## config.mk

```make
export PLATFORM = sky130hd
export DESIGN_NAME = iwc_rng
export DESIGN_NICKNAME = d
export VERILOG_FILES = /design/src/hw/rtl/iwc_pkg.sv /design/src/hw/rtl/iwc_rng.sv
export SDC_FILE = /design/constraint.sdc
export NUM_CORES = 1
export LEC_CHECK = 0
export BUFFER_PORTS_ARGS = -buffer_cell sky130_fd_sc_hd__buf_2
export CAP_MARGIN = 20
export CELL_PAD_IN_SITES_DETAIL_PLACEMENT = 0
export CELL_PAD_IN_SITES_GLOBAL_PLACEMENT = 1
export CORE_UTILIZATION = 25
export CTS_CLUSTER_SIZE = 25
export DETAILED_ROUTE_END_ITERATION = 8
export MAX_ROUTING_LAYER = met4
export PLACE_DENSITY_LB_ADDON = 0.1
export SLEW_MARGIN = 20
export SYNTH_ARGS = -nofsm -noshare
export SYNTH_HDL_FRONTEND = slang
export SYNTH_SLANG_ARGS = --single-unit
```

## constraint.sdc

```tcl
create_clock -name clk -period 2.9 [get_ports clk]
set_input_delay 0.58 -clock clk [delete_from_list [all_inputs] [get_ports clk]]
set_output_delay 0.58 -clock clk [all_outputs]
set_load 0.005 [all_outputs]
```

## src/hw/rtl/iwc_pkg.sv

```systemverilog
package iwc_pkg;

  localparam int SIDE_BITS = 6;
  localparam int SITE_BITS = 2 * SIDE_BITS;
  localparam int SITES = 1 << SITE_BITS;
  localparam int STACK_BITS = 14;
  localparam int STACK_DEPTH = 1 << STACK_BITS;
  localparam int COUNT_BITS = SITE_BITS + 1;

  typedef logic [SITE_BITS-1:0] site_t;

  typedef enum logic [1:0] {
    KIND_WRITE = 2'd0,
    KIND_READ  = 2'd1,
    KIND_GROW  = 2'd2,
    KIND_NONE  = 2'd3
  } kind_t;

  localparam logic CFG_THRESHOLD = 1'b0;
  localparam logic CFG_SEED      = 1'b1;

  function automatic logic [31:0] xorshift(input logic [31:0] x);
    logic [31:0] a;
    logic [31:0] b;
    a = x ^ (x << 13);
    b = a ^ (a >> 17);
    return b ^ (b << 5);
  endfunction

  function automatic site_t neighbour(input site_t s, input logic [1:0] dir);
    logic [SIDE_BITS-1:0] r;
    logic [SIDE_BITS-1:0] c;
    r = s[SITE_BITS-1:SIDE_BITS];
    c = s[SIDE_BITS-1:0];
    unique case (dir)
      2'd0: r = r - 1'b1;
      2'd1: r = r + 1'b1;
      2'd2: c = c - 1'b1;
      default: c = c + 1'b1;
    endcase
    return {r, c};
  endfunction

endpackage

```

## src/hw/rtl/iwc_rng.sv

```systemverilog
module iwc_rng (
  input  logic        clk,
  input  logic        rst,
  input  logic        load,
  input  logic [31:0] load_value,
  input  logic        advance,
  output logic [15:0] draw
);

  logic [31:0] word;
  logic [31:0] word_next;

  assign word_next = iwc_pkg::xorshift(word);
  assign draw = word_next[31:16];

  always_ff @(posedge clk) begin
    if (rst) begin
      word <= 32'd1;
    end else if (load) begin
      word <= (load_value == 32'd0) ? 32'd1 : load_value;
    end else if (advance) begin
      word <= word_next;
    end
  end

endmodule

```

### After elaboration in Yosys (flattened, before gate mapping)

Cells that the tools add are included.

| word-level totals | value |
|---|---|
| register bits after elaboration | 32 |
| input port bits | 36 |
| logic and storage cells | 9 |

| cells by class | value |
|---|---|
| mux-type cells | 3 |
| bitwise gates (word level) | 3 |
| reductions and logical operators | 2 |

Operators with widths:

| operator | number |
|---|---|
| 2-to-1 mux 32 bit | 3 |
| XOR 32 bit | 2 |
| logical NOT 32 bit | 1 |
| XOR 32 x 15 -> 32 bit | 1 |
| nonzero test 2 bit | 1 |

### Longest topological paths before layout

Gate-level depths: netlist of run 1.

| depth | value |
|---|---|
| depth in word-level cells | 5 |
| mapped depth | 5 |
| depth with buffers taken out | 4 |

### Least setup slack after synthesis of run 1

No wires, ideal clock.

| timing | value |
|---|---|
| path type | reg-to-output |
| start point | register word[6] |
| end point | output draw[3] |
| data arrival time | 1.097 ns |
| data required time | 2.320 ns |
| slack | 1.223 ns |
| stages on the path, launching flop included | 3 |
| buffers on the path | 0 |
| path through | dfxtp_1 -> xnor2_1 -> xnor3_1 |

| between the ends | value |
|---|---|
| longest elaborated chain between the ends | 3 |

Ends and longest elaborated chain:

| item | line | text |
|---|---|---|
| from (decl) | iwc_rng.sv:10 | `logic [31:0] word;` |
| from (signal assigned) | iwc_rng.sv:20 | `word <= (load_value == 32'd0) ? 32'd1 : load_value;` |
| from (signal assigned) | iwc_rng.sv:22 | `word <= word_next;` |
| XOR 32 bit | iwc_pkg.sv:25 | `a = x ^ (x << 13);` |
| XOR 32 x 15 -> 32 bit | iwc_pkg.sv:26 | `b = a ^ (a >> 17);` |
| XOR 32 bit | iwc_pkg.sv:27 | `return b ^ (b << 5);` |
| to (decl) | iwc_rng.sv:7 | `output logic [15:0] draw` |

No other way between the ends.

### Final worst setup path of run 1

Ends and elaborated chain as after synthesis.

==> results of run 1 <==
[placed cells by master, fill, tap and decap left out, drive strengths merged]
| cell type | count |
|---|---|
| o22ai | 2 |
| a31oi | 4 |
| o211ai | 8 |
| and3 | 6 |
| xnor3 | 8 |
| nor4 | 8 |
| nand2 | 16 |
| nand3 | 1 |
| a21o | 1 |
| xnor2 | 31 |
| xor3 | 6 |
| clkbuf | 8 |
| a21oi | 20 |
| inv | 10 |
| nor2 | 19 |
| o21bai | 4 |
| or2 | 8 |
| dfxtp | 32 |
| xor2 | 8 |
| o21ai | 9 |
| a211oi | 6 |
| clkinv | 2 |
| a311oi | 1 |
| nand4 | 8 |
| a211o | 10 |
| buf | 55 |
| or3 | 6 |
[metal layers]
layer	track usage (%)	vias up	share of wire, %
met5	-	-	0
met3	2.90	7	3.8
met2	24.8	41	43
li1	-	980	-
met1	25.1	899	52
met4	3.68	0	0.71
[where the power goes]
group | switching [mW] | internal, mW | total (mW)
registers | 0.0608 | 0.489 | 0.550
logic | 0.372 | 0.422 | 0.793
clock network | 0.172 | 0.194 | 0.366
[worst max-delay path, cell delays in order, from the launching register on]
cell and delay, ps:
dfxtp_1 340, xnor2_1 390, xnor3_1 500, buf_2 140
[cell type report]
class,instances,share of cell area [%]
inverter,12,1.67
sequential,32,23.8
multi-input combinational,190,55.5
tap,108,5.02
clock buffer,8,3.35
timing repair buffer,55,10.6
[stage by stage]
stage,cell area [µm²],hold slack [ps],std cells,power (mW),worst slack [ps]
5_1_grt,2690,536,405,1.83,562
4_1_cts,2690,531,405,1.73,614
2_1_floorplan,2240,499,249,1.09,1220
6_report,2690,538,405,1.71,669
3_5_place_dp,2600,543,397,1.36,911
3_3_place_gp,2600,524,397,1.37,947
[logic make-up after synthesis]
family                 Yosys count  synth area share [%]
AND/OR/NAND/NOR                 72                  16.2
AO/OA/AOI/OAI                   65                  18.9
XOR/XNOR                        53                  31.7
flip-flops                      32                  28.7
buffers and inverters           27                  4.53
[cells in the mapped netlist, drive strengths merged (8+ instances only)]
library cell / number / area share [%]
or2: 8 / 2.2
nand2: 16 / 2.7
xor2: 8 / 3.1
nor2: 19 / 3.2
clkbuf: 14 / 2.4
a211o: 10 / 4.0
xnor3: 8 / 8.1
xnor2: 31 / 14
a21oi: 20 / 4.5
nand4: 8 / 2.2
dfxtp: 32 / 29
nor4: 8 / 2.2
o211ai: 8 / 2.7
inv: 10 / 1.7
o21ai: 9 / 2.0
[final timing paths]
kind / from / endpoint / cells after the start
setup / recovery: word[6] / draw[3] / 3
hold / removal: load_value[26] / word[26] / 3
setup reg to reg: word[13] / word[14] / 4
hold reg to reg: word[6] / word[6] / 2
==> flow_summary.toml, run 1 <==
[clock_network]
clockBufferDepth = 2
insertion_delay_ps = 290
cts-hold-fix-buffers = 0
htreeDepth = 2
clk_pin_slew_ps = 70
cts_buffers = 5
post_cts_buffers = 0
cts.repair.resized = 0
clock_tree.root_cell = "clkbuf_8"
tritoncts = "built"
clock-sinks = 32

[floorplan]
dieWidth_um = 96.6
start_util_pct = 25.8
fp.dieH_um = 96.6
die_area_um2 = 9330
rows = 34
io-pin-count = 52
core_um2 = 8680

[final_layout]
largest_reg_flops = 32
top_regs = "word x32"
insertedDiodeCount = 0
fill_cells = 964
area_growth_pct = 20.3
regArea_um2 = 641
multiInputGateArea_um2 = 1490
final_core_util_pct = 31.0
nNetsFinal = 332
drive_above_1_share_pct = 25.6
regMostFlops = "word"

[route]
wl_per_cell_um = 18.1
ant_nets = 0
drt-pass1-iter-count = 4
drt-total-wl_um = 7320
first_iter_violations = 78
remaining_drc_errors = 0
via_count = 1927
routed_via_density = 4.76

[timing]
rsz0062_at_grt = "no"
relSlewSlack_pct = 54.0
worst_clock_skew_ps = 7.50
worst_slew_pin_slew_ps = 690
setup_tns_ps = 0
period_share_pct = 76.9
setup_viol = 0
finalCriticalPeriod_ps = 2230
max_freq_ghz = 0.448
timing.final.hold_violations = 0
slew_violations = 0

[min_path]
hp-class = "in -> reg"

[grt]
grt_pass1_vias = 1875
grt_pass1_wl_um = 11100
grt_max_degree = 37
grt_remaining_overflow = 0
antenna_found_initial = 0
track_usage_pct = 17.2

[synth]
avgSynthCellArea_um2 = 8.98
yosys_warnings = 0
synthesis.nets = 285
synth_seq_area_share_pct = 28.7
syn_area_um2 = 2240
synth_seq_cells = 32
synth_cell_types = 29
async_flop_share_pct = 0
synth_edf_count = 0
synth_ff_type = "dfxtp_1"
syn_inst = 249

[critical_path]
crit_path_start_kind = "flop"
rrSetupSlack_ps = 1130
worstPathArrival_ps = 1650
endpoint_kind = "output port"
worst-path-max-fanout = 4
worstSetupPathType = "reg -> out"
cp.required_ps = 2320

[place]
gp_congestion = 0.690
port_buffers = 51
place_hpwl_um = 5430

[power_and_ir_drop]
power_density_nw_per_um2 = 635
power.leakage_nw = 1.20
ir_worst_vdd_uv = 176

[flow_run]
cap_violations = 0

[status]
status = "finished clean"
(Power assumes the default switching activity.)
==> inputs of run 2 (changes only) <==
==> constraint.sdc (replaced) <==
create_clock -name clk -period 2.13 [get_ports clk]
set_input_delay 0.426 -clock clk [delete_from_list [all_inputs] [get_ports clk]]
set_output_delay 0.426 -clock clk [all_outputs]
set_load 0.005 [all_outputs]
==> run 2 against run 1 <==
  * Count of clock-buffer cells in the layout is 2 lower
  * Critical path type unchanged
  * Setup slack worse by 530 ps
  * Global-route usage hardly changed
  * Clock power is 26% higher
  * First-iteration DRC count is 7.7% lower
  * Largest cell class unchanged
  * Wire length is 1.2% lower
  * Sequential cell count stayed put
  * Register-to-register slack worse by 720 ps
==> flow_summary.toml, run 2 (synthesis gave the netlist of run 1 again) <==
[final_layout]
largest_reg_flops = 32
insertedDiodeCount = 0
final_core_util_pct = 31.7
nNetsFinal = 338
drive_above_1_share_pct = 27.8
final_cell_mix = "buf_2, dfxtp_1, xnor2_1"
area_growth_pct = 23.0
layout_commonest_cell = "buf_2"
top_regs = "word x32"
regMostFlops = "word"

[clock_network]
htreeDepth = 2
cts_buffers = 5
insertion_delay_ps = 290
post_cts_buffers = 0
clock-sinks = 32
clockBufferDepth = 2
clk_pin_slew_ps = 70
clock_tree.root_cell = "clkbuf_8"
tritoncts = "built"

[route]
remaining_drc_errors = 0
via_count = 1983
drt-total-wl_um = 7230
first_iter_violations = 72
ant_nets = 0
drt-pass1-iter-count = 4
wl_per_cell_um = 17.6
routed_via_density = 4.84

[power_and_ir_drop]
finalPower_mw = 2.30
power_density_nw_per_um2 = 838
ir_worst_vdd_uv = 267
power.leakage_nw = 1.23

[floorplan]
fp.dieH_um = 96.6
die_area_um2 = 9330
start_util_pct = 25.8
rows = 34
io-pin-count = 52
dieWidth_um = 96.6
core_um2 = 8680

[critical_path]
worst-path-max-fanout = 4
cp.required_ps = 1700
crit_path_start_kind = "flop"
worstSetupPathType = "reg -> out"
rrSetupSlack_ps = 410
worstPathArrival_ps = 1560
endpoint_kind = "output port"

[timing]
relSlewSlack_pct = 63.2
worst_clock_skew_ps = 5.47
slew_violations = 0
setup_tns_ps = 0
period_share_pct = 93.4
timing.final.hold_violations = 0
setup_viol = 0
rsz0062_at_grt = "no"
finalCriticalPeriod_ps = 1990
worst_slew_pin_slew_ps = 548
max_freq_ghz = 0.503

[place]
place_hpwl_um = 5510
port_buffers = 51
gp_congestion = 0.723

[min_path]
hp-class = "in -> reg"

[grt]
antenna_found_initial = 0
grt_remaining_overflow = 0
track_usage_pct = 17.3
grt_pass1_wl_um = 11100
grt_pass1_vias = 1931
grt_max_degree = 34

[flow_run]
cap_violations = 0

[status]
status = "finished clean"
## run 2: cell count changes in the layout (fill, tap and decap cells not counted), sizes merged
cell / delta
buf: +6
clkinv: +1
clkbuf: -2
## run 2: per-layer routing
metal	track usage [%]	wire (µm)	vias up
met3	2.90	301	11
met4	5.02	88	0
met2	26.3	3220	50
met1	23.5	3620	928
li1	-	-	994
met5	-	0	-
## run 2: through the flow
step	instance area, µm²	hold WS, ps	worst slack, ps	instances
final	2750	390	142	410
after global routing	2750	392	49.2	410
after CTS	2740	380	58.4	410
after detailed placement	2660	532	275	403
after global placement	2660	531	271	403
after floorplan	2240	499	557	249
## run 2: area by class of cell
class | instances | area [µm²]
flip-flops and latches | 32 | 641
well taps | 108 | 135
repair buffers | 61 | 343
inverters | 12 | 45.0
fillers | 958 | 5930
clock buffers | 6 | 72.6
multi-input cells | 190 | 1510
clock inverters | 1 | 5.00
## run 2: repair_timing
item / in CTS / in global routing
setup endpoints to repair: 2 / 1
resized for setup: 1 / 1
hold buffers: 0 / 0
## run 2: worst max-delay path: stages (launching register included)
cell	delay, ps
dfxtp_1	370
xnor2_2	370
xnor3_1	400
buf_2	140
## run 2: path summary, 6_finish.rpt
check,depth (start not counted),to,from
setup reg to reg,4,word[13],word[12]
hold reg to reg,2,word[7],word[7]
setup / recovery,3,draw[2],word[5]
hold / removal,3,word[30],load_value[30]
## run 2: where the power goes
group / switching, mW / total [mW] / internal [mW]
clock network: 0.239 / 0.462 / 0.222
registers: 0.0872 / 0.753 / 0.665
logic: 0.491 / 1.09 / 0.598
total: 0.817 / 2.30 / 1.49
